==> config.mk <==
export PLATFORM = sky130hd
export DESIGN_NAME = linear_scan_min_priority_queue
export DESIGN_NICKNAME = d
export VERILOG_FILES = /design/src/lsmpq_pkg.sv /design/src/lsmpq_ram.sv /design/src/lsmpq_min_unit.sv /design/src/linear_scan_min_priority_queue.sv
export SDC_FILE = /design/constraint.sdc
export NUM_CORES = 2
export LEC_CHECK = 0
export BUFFER_PORTS_ARGS = -buffer_cell sky130_fd_sc_hd__buf_2
export CAP_MARGIN = 10
export CORE_ASPECT_RATIO = 0.9
export CORE_MARGIN = 3
export CORE_UTILIZATION = 55
export DETAILED_ROUTE_END_ITERATION = 10
export PLACE_DENSITY = 0.78
export SETUP_SLACK_MARGIN = 0.5
export SLEW_MARGIN = 20
export SYNTH_ARGS = -nofsm -noshare
export SYNTH_HDL_FRONTEND = slang
export SYNTH_SLANG_ARGS = --single-unit
export TNS_END_PERCENT = 10
==> constraint.sdc <==
create_clock -name clk -period 7.3 [get_ports clk]
set_input_delay 0 -clock clk [delete_from_list [all_inputs] [get_ports clk]]
set_output_delay 0 -clock clk [all_outputs]
set_load 0.01 [all_outputs]
==> src/lsmpq_pkg.sv <==
// ----------------------------------------------------------------------------
// lsmpq_pkg: shared types and constants
// Entry layout, status and op codes, sequencer states and the control
// bundle that drives the running-minimum unit.
// ----------------------------------------------------------------------------
`timescale 1ns / 1ps
`default_nettype none

package lsmpq_pkg;

  localparam int CAPACITY = 64;
  localparam int ADDR_W   = $clog2(CAPACITY);
  localparam int CNT_W    = $clog2(CAPACITY + 1);
  localparam int ENTRY_W  = 56;

  typedef struct packed {
    logic signed [31:0] prio;
    logic [7:0]         kind;
    logic [15:0]        ref_idx;
  } entry_t;

  typedef enum logic [1:0] {
    ST_PUSHED = 2'd0,
    ST_POPPED = 2'd1,
    ST_EMPTY  = 2'd2,
    ST_FULL   = 2'd3
  } status_t;

  localparam logic OP_PUSH = 1'b0;
  localparam logic OP_POP  = 1'b1;

  typedef enum logic [1:0] {
    S_IDLE,
    S_SCAN,
    S_SHIFT
  } state_t;

  typedef struct packed {
    logic              clear;
    logic              load;
    logic [ADDR_W-1:0] idx;
  } min_ctl_t;

endpackage

`default_nettype wire

==> src/lsmpq_ram.sv <==
// ----------------------------------------------------------------------------
// lsmpq_ram: entry store
// One write port and one read port; read data registered.
// ----------------------------------------------------------------------------
`timescale 1ns / 1ps
`default_nettype none

module lsmpq_ram #(
  parameter int DEPTH = 64,
  parameter int WIDTH = 56
) (
  input  wire logic                     clk,
  input  wire logic                     we,
  input  wire logic [$clog2(DEPTH)-1:0] waddr,
  input  wire logic [WIDTH-1:0]         wdata,
  input  wire logic                     re,
  input  wire logic [$clog2(DEPTH)-1:0] raddr,
  output logic      [WIDTH-1:0]         rdata
);

  logic [WIDTH-1:0] mem [DEPTH];

  always_ff @(posedge clk) begin
    if (we) begin
      mem[waddr] <= wdata;
    end
  end

  always_ff @(posedge clk) begin
    if (re) begin
      rdata <= mem[raddr];
    end
  end

endmodule

`default_nettype wire

==> src/lsmpq_min_unit.sv <==
// ----------------------------------------------------------------------------
// lsmpq_min_unit: running minimum
// Shared signed comparator; holds the smallest entry seen and its position.
// ----------------------------------------------------------------------------
`timescale 1ns / 1ps
`default_nettype none

module lsmpq_min_unit (
  input  wire logic                         clk,
  input  wire logic                         rst_n,
  input  wire lsmpq_pkg::min_ctl_t          ctl,
  input  wire lsmpq_pkg::entry_t            cand,
  output lsmpq_pkg::entry_t                 best,
  output logic [lsmpq_pkg::ADDR_W-1:0]      best_idx
);

  lsmpq_pkg::entry_t                best_r;
  logic [lsmpq_pkg::ADDR_W-1:0]     best_idx_r;
  logic                             have_r;
  logic                             take;

  // strict less keeps the earliest among equal keys
  assign take = ctl.load && (!have_r || (cand.prio < best_r.prio));

  always_ff @(posedge clk) begin
    if (!rst_n) begin
      have_r <= 1'b0;
    end else if (ctl.clear) begin
      have_r <= 1'b0;
    end else if (ctl.load) begin
      have_r <= 1'b1;
    end
  end

  always_ff @(posedge clk) begin
    if (take) begin
      best_r     <= cand;
      best_idx_r <= ctl.idx;
    end
  end

  assign best     = best_r;
  assign best_idx = best_idx_r;

endmodule

`default_nettype wire

==> src/linear_scan_min_priority_queue.sv <==
// ----------------------------------------------------------------------------
// linear_scan_min_priority_queue: unsorted store with extract-min
// Push appends; pop scans for the smallest signed 16.16 priority, returns it
// and closes the gap by moving later entries down one place.
// ----------------------------------------------------------------------------
// Usage: pulse start with busy low to transfer one command. Every command
// gives exactly one result, shown for one cycle with out_valid high; the
// receiver cannot stall it, so capture it when out_valid is seen. A push, a
// push on full and a pop on empty finish at once: the result appears in the
// next cycle and busy stays low, so commands of that kind may follow back to
// back. A pop keeps busy high while it scans the store (one read a cycle,
// then a step to compare the last entry and a step to settle the minimum)
// and then moves the entries after the popped one down one place; nothing
// is moved when the popped entry was the last one. The single read port
// of the entry store yields one entry per cycle to the shared comparator
// and then to the move-down pass. The result is shown in the first cycle
// in which busy is low again. The store needs no clearing after reset:
// only positions below the entry count are ever read.
// ----------------------------------------------------------------------------
`timescale 1ns / 1ps
`default_nettype none

module linear_scan_min_priority_queue (
  input  wire logic        clk,
  input  wire logic        rst_n,
  input  wire logic        start,
  output logic             busy,
  input  wire logic        in_op,
  input  wire logic [31:0] in_prio_in,
  input  wire logic [7:0]  in_kind_in,
  input  wire logic [15:0] in_ref_in,
  output logic             out_valid,
  output logic [1:0]       out_status,
  output logic [31:0]      out_prio_out,
  output logic [7:0]       out_kind_out,
  output logic [15:0]      out_ref_out,
  output logic             out_now_empty
);

  localparam int AW = lsmpq_pkg::ADDR_W;
  localparam int CW = lsmpq_pkg::CNT_W;

  // Sequencer state
  lsmpq_pkg::state_t state_r, state_nxt;
  logic [CW-1:0]     count_r, count_nxt;
  logic [CW-1:0]     ptr_r, ptr_nxt;       // next address to read
  logic              pend_r, pend_nxt;     // read data arrives this cycle
  logic [AW-1:0]     pend_idx_r, pend_idx_nxt;

  // Result registers
  logic              out_valid_r, out_valid_nxt;
  logic [1:0]        out_status_r, out_status_nxt;
  logic              out_now_empty_r, out_now_empty_nxt;
  lsmpq_pkg::entry_t out_entry_r, out_entry_nxt;

  // Store ports
  logic              ram_we, ram_re;
  logic [AW-1:0]     ram_waddr, ram_raddr;
  lsmpq_pkg::entry_t ram_wdata, ram_rdata;

  // Min unit
  lsmpq_pkg::min_ctl_t min_ctl;
  lsmpq_pkg::entry_t   best;
  logic [AW-1:0]       best_idx;

  logic accept;
  logic full;

  assign accept = start && (state_r == lsmpq_pkg::S_IDLE);
  assign full   = (count_r == CW'(lsmpq_pkg::CAPACITY));

  lsmpq_ram #(
    .DEPTH (lsmpq_pkg::CAPACITY),
    .WIDTH (lsmpq_pkg::ENTRY_W)
  ) u_ram (
    .clk   (clk),
    .we    (ram_we),
    .waddr (ram_waddr),
    .wdata (ram_wdata),
    .re    (ram_re),
    .raddr (ram_raddr),
    .rdata (ram_rdata)
  );

  lsmpq_min_unit u_min (
    .clk      (clk),
    .rst_n    (rst_n),
    .ctl      (min_ctl),
    .cand     (ram_rdata),
    .best     (best),
    .best_idx (best_idx)
  );

  always_ff @(posedge clk) begin
    if (!rst_n) begin
      state_r     <= lsmpq_pkg::S_IDLE;
      count_r     <= '0;
      ptr_r       <= '0;
      pend_r      <= 1'b0;
      out_valid_r <= 1'b0;
    end else begin
      state_r     <= state_nxt;
      count_r     <= count_nxt;
      ptr_r       <= ptr_nxt;
      pend_r      <= pend_nxt;
      out_valid_r <= out_valid_nxt;
    end
  end

  always_ff @(posedge clk) begin
    pend_idx_r      <= pend_idx_nxt;
    out_status_r    <= out_status_nxt;
    out_now_empty_r <= out_now_empty_nxt;
    out_entry_r     <= out_entry_nxt;
  end

  always_comb begin
    state_nxt         = state_r;
    count_nxt         = count_r;
    ptr_nxt           = ptr_r;
    pend_nxt          = 1'b0;
    pend_idx_nxt      = ptr_r[AW-1:0];
    out_valid_nxt     = 1'b0;
    out_status_nxt    = out_status_r;
    out_now_empty_nxt = out_now_empty_r;
    out_entry_nxt     = out_entry_r;
    ram_we            = 1'b0;
    ram_waddr         = count_r[AW-1:0];
    ram_wdata         = '{prio: in_prio_in, kind: in_kind_in, ref_idx: in_ref_in};
    ram_re            = 1'b0;
    ram_raddr         = ptr_r[AW-1:0];
    min_ctl           = '{clear: 1'b0, load: 1'b0, idx: pend_idx_r};

    case (state_r)
      lsmpq_pkg::S_IDLE: begin
        if (accept) begin
          out_entry_nxt = '0;
          if (in_op == lsmpq_pkg::OP_PUSH) begin
            // Append at the tail, or drop when full
            out_valid_nxt = 1'b1;
            if (full) begin
              out_status_nxt    = lsmpq_pkg::ST_FULL;
              out_now_empty_nxt = 1'b0;
            end else begin
              ram_we            = 1'b1;
              count_nxt         = count_r + CW'(1);
              out_status_nxt    = lsmpq_pkg::ST_PUSHED;
              out_now_empty_nxt = 1'b0;
            end
          end else if (count_r == '0) begin
            out_valid_nxt     = 1'b1;
            out_status_nxt    = lsmpq_pkg::ST_EMPTY;
            out_now_empty_nxt = 1'b1;
          end else begin
            // Start the scan from position zero
            min_ctl.clear = 1'b1;
            ptr_nxt       = '0;
            state_nxt     = lsmpq_pkg::S_SCAN;
          end
        end
      end

      lsmpq_pkg::S_SCAN: begin
        // Issue one read a cycle; compare the entry that returns
        if (ptr_r < count_r) begin
          ram_re   = 1'b1;
          pend_nxt = 1'b1;
          ptr_nxt  = ptr_r + CW'(1);
        end
        min_ctl.load = pend_r;
        if ((ptr_r == count_r) && !pend_r) begin
          // Minimum settled: move later entries down from just past it
          ptr_nxt   = CW'(best_idx) + CW'(1);
          state_nxt = lsmpq_pkg::S_SHIFT;
        end
      end

      lsmpq_pkg::S_SHIFT: begin
        if (ptr_r < count_r) begin
          ram_re   = 1'b1;
          pend_nxt = 1'b1;
          ptr_nxt  = ptr_r + CW'(1);
        end
        if (pend_r) begin
          ram_we    = 1'b1;
          ram_waddr = pend_idx_r - AW'(1);
          ram_wdata = ram_rdata;
        end
        if ((ptr_r == count_r) && !pend_r) begin
          count_nxt         = count_r - CW'(1);
          out_valid_nxt     = 1'b1;
          out_status_nxt    = lsmpq_pkg::ST_POPPED;
          out_now_empty_nxt = (count_r == CW'(1));
          out_entry_nxt     = best;
          state_nxt         = lsmpq_pkg::S_IDLE;
        end
      end

      default: begin
        state_nxt = lsmpq_pkg::S_IDLE;
      end
    endcase
  end

  assign busy          = (state_r != lsmpq_pkg::S_IDLE);
  assign out_valid     = out_valid_r;
  assign out_status    = out_status_r;
  assign out_prio_out  = out_entry_r.prio;
  assign out_kind_out  = out_entry_r.kind;
  assign out_ref_out   = out_entry_r.ref_idx;
  assign out_now_empty = out_now_empty_r;

`ifndef ASSERT_OFF
  // A pop that ends always shows its result in the same cycle that busy falls
  a_pop_ends_with_result: assert property (@(posedge clk) disable iff (!rst_n)
    $fell(busy) |-> out_valid)
    else $error("pop finished without a result");

  // Entry count never exceeds capacity
  a_count_bound: assert property (@(posedge clk) disable iff (!rst_n)
    count_r <= CW'(lsmpq_pkg::CAPACITY))
    else $error("entry count above capacity");

  // A popped result removes exactly one entry
  a_pop_decrements: assert property (@(posedge clk) disable iff (!rst_n)
    (out_valid_r && (out_status_r == lsmpq_pkg::ST_POPPED))
      |-> (count_r == $past(count_r) - CW'(1)))
    else $error("pop did not remove one entry");

  // A pop of a non-empty store enters the scan
  a_pop_goes_busy: assert property (@(posedge clk) disable iff (!rst_n)
    (accept && (in_op == lsmpq_pkg::OP_POP) && (count_r != '0)) |=> busy)
    else $error("pop of non-empty store did not start a scan");

  // Reported emptiness agrees with the count
  a_empty_flag: assert property (@(posedge clk) disable iff (!rst_n)
    out_valid_r |-> (out_now_empty_r == (count_r == '0)))
    else $error("now_empty disagrees with entry count");
`endif

endmodule

`default_nettype wire
* Yosys cells after proc, flatten, opt, wreduce, memory -nomap -nowiden
Memories as Yosys holds them, arrays and structs flattened. A register that Yosys moved wholly into a read port is not among the register bits.
Index checks and enable logic that the tools add are counted.
** Word-level totals
- Logic and storage cells :: 110
- Output and inout bits :: 61
- Memories kept :: 1
- Memory bits (writable) :: 3584
- Flip-flop bits (word level) :: 146
** Operators by class
- Reduce and logical (&&, ||, !) cells :: 18
- Equal/unequal tests :: 13
- Add/subtract/negate cells :: 5
- Magnitude comparators :: 2
- Bitwise gates (word level) :: 1
- Mux-type cells :: 54
** Memories
- u_ram.mem :: words 64, width 56, read ports 1, clocked after Yosys merged registers in 1, wr ports 1, line lsmpq_ram.sv:21 : logic [WIDTH-1:0] mem [DEPTH];
** Operators with widths (number)
- $mux 56 :: 4
- $pmux 56 s2 :: 1
- $mux 7 :: 9
- $lt 32x32->1 :: 1
- $mux 1 :: 21
- $pmux 7 s3 :: 1
- $mux 2 :: 10
- $add 7x1->7 const B :: 2
- $ne 2x2->1 const B :: 7
- $pmux 7 s2 :: 1
- $mux 6 :: 2
- $reduce_and 5->1 :: 2
- $reduce_and 4->1 :: 2
- $add 6x1->7 const B :: 1
- $eq 7x1->1 const B :: 1
- $eq 7x7->1 :: 1
- $eq 7x7->1 const B :: 1
- $logic_not 7->1 :: 1
- $lt 7x7->1 :: 1
- $sub 7x1->7 const B :: 1
- $pmux 1 s2 :: 3
- $pmux 2 s3 :: 1
- $sub 6x1->6 const B :: 1
- $pmux 2 s2 :: 1
- 12 further kinds :: 17

* Logic depth before layout (Yosys ltp)
- Word-level depth :: 7
- Mapped depth :: 13
- Depth with buffers taken out :: 8

* By module
Synthesis repeated with hierarchy kept, for this count alone.
** Second synthesis, totals
- Cell total of the unflattened synthesis :: 6543
- Area total of the unflattened synthesis :: 144956.5 sq um
** Modules (own cells, without submodules)
- lsmpq_ram :: area an instance 137529.4 sq um, cells each 5949, sequential area each 109304.8 sq um, times used 1
- linear_scan_min_priority_queue :: area an instance 4708.3 sq um, cells each 412, sequential area each 2252.2 sq um, times used 1
- lsmpq_min_unit :: area an instance 2718.9 sq um, cells each 182, sequential area each 1881.8 sq um, times used 1

* Worst setup path before layout
No wires, ideal clock.
- Kind :: flip-flop to flip-flop
- Start point :: register ptr_r[0]
- End point :: register out_now_empty_r (netlist: out_now_empty) (enable)
- Data required time :: 6952 ps
- Period minus slack after synthesis :: 5573 ps
- Arrival :: 5225 ps
- Setup time :: 348 ps
- Slack :: 1727 ps
- Cell stages (with the launch flop) :: 12
- Cell sequence :: dfxtp_1 > buf_6 > buf_6 > buf_6 > buf_4 > inv_2 > ha_1 > nand4b_1 > or2_2 > and2_1 > a21oi_1 > a21boi_0
** Between the ends
- Longest elaborated chain between the ends :: 4
** Ends and longest elaborated chain
- from (decl) :: line linear_scan_min_priority_queue.sv:46 : logic [CW-1:0] ptr_r, ptr_nxt;
- from (signal assigned) :: line linear_scan_min_priority_queue.sv:104 : ptr_r <= ptr_nxt;
- $eq 7x7->1 :: line linear_scan_min_priority_queue.sv:189 : if ((ptr_r == count_r) && !pend_r) begin
- $logic_and 1x1->1 :: line linear_scan_min_priority_queue.sv:189
- $ne 2x2->1 (no line)
- $reduce_and 4->1 (no line)
- to (signal assigned) :: line linear_scan_min_priority_queue.sv:113 : out_now_empty_r <= out_now_empty_nxt;
- to (decl) :: line linear_scan_min_priority_queue.sv:53 : logic out_now_empty_r, out_now_empty_nxt;
Every way passes these cells.
A chain may end at the register's enable or synchronous reset.

* Final worst setup path
- Start point :: register state_r[0]
- End point :: memory u_ram.mem[6][10] (enable)
** Between the ends
- Longest elaborated chain between the ends :: 6
- Elaborated cells between the ends (all ways) :: 8
- Those cells by class :: 1 x eq/ne; 5 x mux; 2 x reduce/logical
** Ends and longest elaborated chain
- from (decl) :: line linear_scan_min_priority_queue.sv:44 : lsmpq_pkg::state_t state_r, state_nxt;
- from (signal assigned) :: line linear_scan_min_priority_queue.sv:96 : state_r <= lsmpq_pkg::S_IDLE;
- from (signal assigned) :: line linear_scan_min_priority_queue.sv:102 : state_r <= state_nxt;
- $logic_not 2->1 :: line linear_scan_min_priority_queue.sv:69, linear_scan_min_priority_queue.sv:134
- $logic_and 1x1->1 :: line linear_scan_min_priority_queue.sv:69 : assign accept = start && (state_r == lsmpq_pkg::S_IDLE);
- $mux 1 :: line linear_scan_min_priority_queue.sv:136 : if (accept) begin
- $pmux 1 s2 :: line linear_scan_min_priority_queue.sv:134 : case (state_r)
- $mux 1 :: line lsmpq_ram.sv:24 : if (we) begin
- $mux 1 (implied by the code) :: line lsmpq_ram.sv:25 : mem[waddr] <= wdata;
- to (decl) :: line lsmpq_ram.sv:21
Several ways; a longest one is shown, not always the timed one.

==> results.json <==
{
  "htreeDepth": 5,
  "synth_seq_cells": 3786,
  "worstMarginPinSlew_ps": 1210,
  "drive_gt1_share_pct": 28.7,
  "worstPathRequired_ps": 7830,
  "switching_power_w": 0.0110,
  "clk_path_buf_depth": 4,
  "hold_viol_final": 0,
  "dieArea_um2": 271000,
  "cts_tree": "built",
  "clk_latency_ps": 980,
  "num_vias": 74700,
  "crit_path_max_incr_delay_ps": 1130,
  "hp-class": "input port to register",
  "grt_pass1_vias": 73700,
  "antenna_left": 0,
  "max_clock_freq_mhz": 187,
  "outcome": "completed",
  "async_reset_ff_share_pct": 0,
  "yosys.cell_types.count": 57,
  "regToRegStartpoint": "state_r[0]",
  "maxSlewHeadroom_pct": 19.5,
  "end_kind": "register",
  "clk_pin_slew_ps": 60,
  "drtIter0Drc": 13500,
  "total_power_w": 0.0473,
  "ys_seq_area_share_pct": 78.0,
  "die_y_um": 494,
  "clock_skew_ps": 81.3,
  "rows": 178,
  "critical_path_class": "register to register",
  "yosysMostFrequentCell": "edfxtp_1",
  "cp-startpoint": "state_r[0]",
  "totalWireLength_mm": 414,
  "holdBufCountCts": 31,
  "grt_overflow": 0,
  "synth_edf_count": 3761,
  "setup_tns_ps": 0,
  "maxCapViolCount": 0,
  "cellInternalPower_w": 0.0363,
  "first_pass_iters": 8,
  "drc": 0,
  "critical_path.cell_chain": "inv_1 > ha_4 > nand2_4 > o21ai_0 > nand2_1 > nor2_4 > buf_4",
  "fin_crit_ps": 5360,
  "via_per_inst": 7.14,
  "cp_slowest_cell": "o21ai_0",
  "core-area_um2": 262000,
  "power.share.sequential_pct": 51.6,
  "yosysTopAreaCell": "edfxtp_1",
  "cts_made_buffers": 376,
  "swShare_pct": 23.3,
  "slew_viol_final": 0,
  "clock_power_share_pct": 39.1,
  "syn_area_um2": 146000,
  "yosysTopAreaCellShare_pct": 77.6,
  "grt_first_pass_wirelength_mm": 574,
  "gp_congestion": 0.857,
  "dp_hpwl_mm": 213,
  "synth_commonest_cells": "3761 x edfxtp_1, 1009 x mux4_2, 126 x nor2_1",
  "combPwrFrac_pct": 9.3,
  "synth_warnings": 0,
  "portBuffers": 120,
  "final_nets": 6777,
  "grt_max_degree": 125,
  "die_w_um": 548,
  "setup_viol": 0,
  "area_growth_pct": 12.5,
  "grt_usage_pct": 30.3,
  "min_from": "in_prio_in[2]",
  "syn_inst": 6234,
  "cts.sinks": 3786,
  "start_util_pct": 55.5,
  "cts-root-buf": "clkbuf_16",
  "synth.avg_cell_area_um2": 23.3,
  "synth_ff_type": "edfxtp_1",
  "cp-start-kind": "register",
  "period_share_pct": 73.4,
  "ios": 121,
  "p_leak_nw": 49.7,
  "p_per_area_nw_per_um2": 289,
  "antenna_found_initial": 10,
  "post_cts_buffers": 0,
  "worst_hold_slack_ps": 16.2,
  "ir_drop_uv": 259,
  "rsz0062_at_grt": "false",
  "worst_ep_arrival_time_ps": 5890,
  "post_drt_wl_per_cell_um": 39.5,
  "ys_top_cells_by_area": "edfxtp_1 78%, mux4_2 16%, mux2i_1 0.76%",
  "ctsResizeCount": 0,
  "critical_path.max_fanout": 42,
  "syn-num-nets": 6343
}
==> per-layer routing <==
layer	track usage [%]	vias to the layer above	wire (µm)
met5	0	-	85
met4	14.3	8	23800
met3	9.77	1267	59700
met2	46.0	7314	193000
met1	40.4	38700	137000
li1	-	27500	-
==> cell type report <==
class                           count  area [µm²]
Sequential cell                  3786      113000
Fill cell                       16500       98700
Timing Repair Buffer              382        3340
Multi-Input combinational cell   2073       30800
Inverter                           49         184
Clock buffer                      453        9840
Antenna cell                       11        27.5
Clock inverter                    197        1620
Tap cell                         3510        4390
==> critical path: cells and delay by family, from the launching register on <==
| family | cells | cell delay [ps] |
|---|---|---|
| adder cells (fa/ha/maj) | 1 | 170 |
| buffers and inverters | 2 | 910 |
| AND/OR/NAND/NOR | 3 | 2190 |
| flip-flops | 1 | 330 |
| AO/OA/AOI/OAI | 1 | 1130 |
==> power groups by stage <==
stage,logic (W),registers [W],clock network (W)
global placement,0.00407,0.0249,0
CTS,0.00429,0.0244,0.0186
global route,0.00455,0.0244,0.0193
finish,0.00441,0.0244,0.0185
floorplan,0.00271,0.0248,0
detailed placement,0.00417,0.0249,0
==> logic make-up (layout without fill, tap and decap cells) <==
group	count (synthesis)	after routing	share of synthesized area (%)
DFF	3786	3786	78.0
muxes	1195	1195	17.0
and+or+nand+nor	408	408	1.38
AOI/OAI and AO/OA	406	406	1.85
buffers and inverters	375	1081	1.33
adders and majority gates	49	49	0.421
xor gates and xnor gates	15	15	0.0903
other	0	11	0
==> path summary, 6_finish.rpt <==
kind	end	slack [ps]	cells past startpoint
max	u_ram.mem[6][10]	1940	7
min	u_ram.mem[17][26]	20	2
max reg2reg	u_ram.mem[6][10]	1940	7
min reg2reg	u_min.best_idx[1]	490	0
==> per-stage QoR <==
stage / std cells / setup WS (ps) / util [%] / instance area (µm²)
final: 10500 / 1940 / 62.4 / 164000
after global routing: 10500 / 1930 / 62.4 / 164000
after CTS: 10400 / 2200 / 62.2 / 163000
after detailed placement: 9734 / 2300 / 57.7 / 151000
after global placement: 9718 / 2190 / 57.5 / 151000
after floorplan: 6234 / 1730 / - / 146000
==> flip-flops by register name (all words and copies together), names as in the netlist, 7 cells and up <==
| name | cells |
|---|---|
| out_prio_out | 32 |
| u_ram.mem | 3584 |
| out_ref_out | 16 |
| ptr_r | 7 |
| count_r | 7 |
| out_kind_out | 8 |
| u_ram.rdata | 56 |
| u_min.best | 56 |
==> cells in the final DEF, fill, tap and decap left out, drive strengths merged, types with 6 or more instances in the layout <==
| cell type | synthesis | routed |
|---|---|---|
| edfxtp | 3761 | 3761 |
| mux4 | 1009 | 1009 |
| clkbuf | 123 | 453 |
| buf | 203 | 322 |
| clkinv | 0 | 162 |
| nor2 | 126 | 126 |
| mux2i | 110 | 110 |
| a21oi | 108 | 108 |
| a211oi | 101 | 101 |
| nand2 | 79 | 79 |
| nor2b | 76 | 76 |
| mux2 | 76 | 76 |
| o22ai | 63 | 63 |
| and2 | 63 | 63 |
| dlygate4sd3 | 0 | 60 |
| inv | 49 | 55 |
| ha | 49 | 49 |
| o21ai | 29 | 29 |
| a22oi | 26 | 26 |
| bufinv | 0 | 25 |
| dfxtp | 25 | 25 |
| a221oi | 22 | 22 |
| nand3 | 22 | 22 |
| o31ai | 18 | 18 |
| xnor2 | 13 | 13 |
| diode | 0 | 11 |
| nor3 | 10 | 10 |
| nand4 | 9 | 9 |
| o21a | 6 | 6 |
Power figures use the tool's default switching activity.
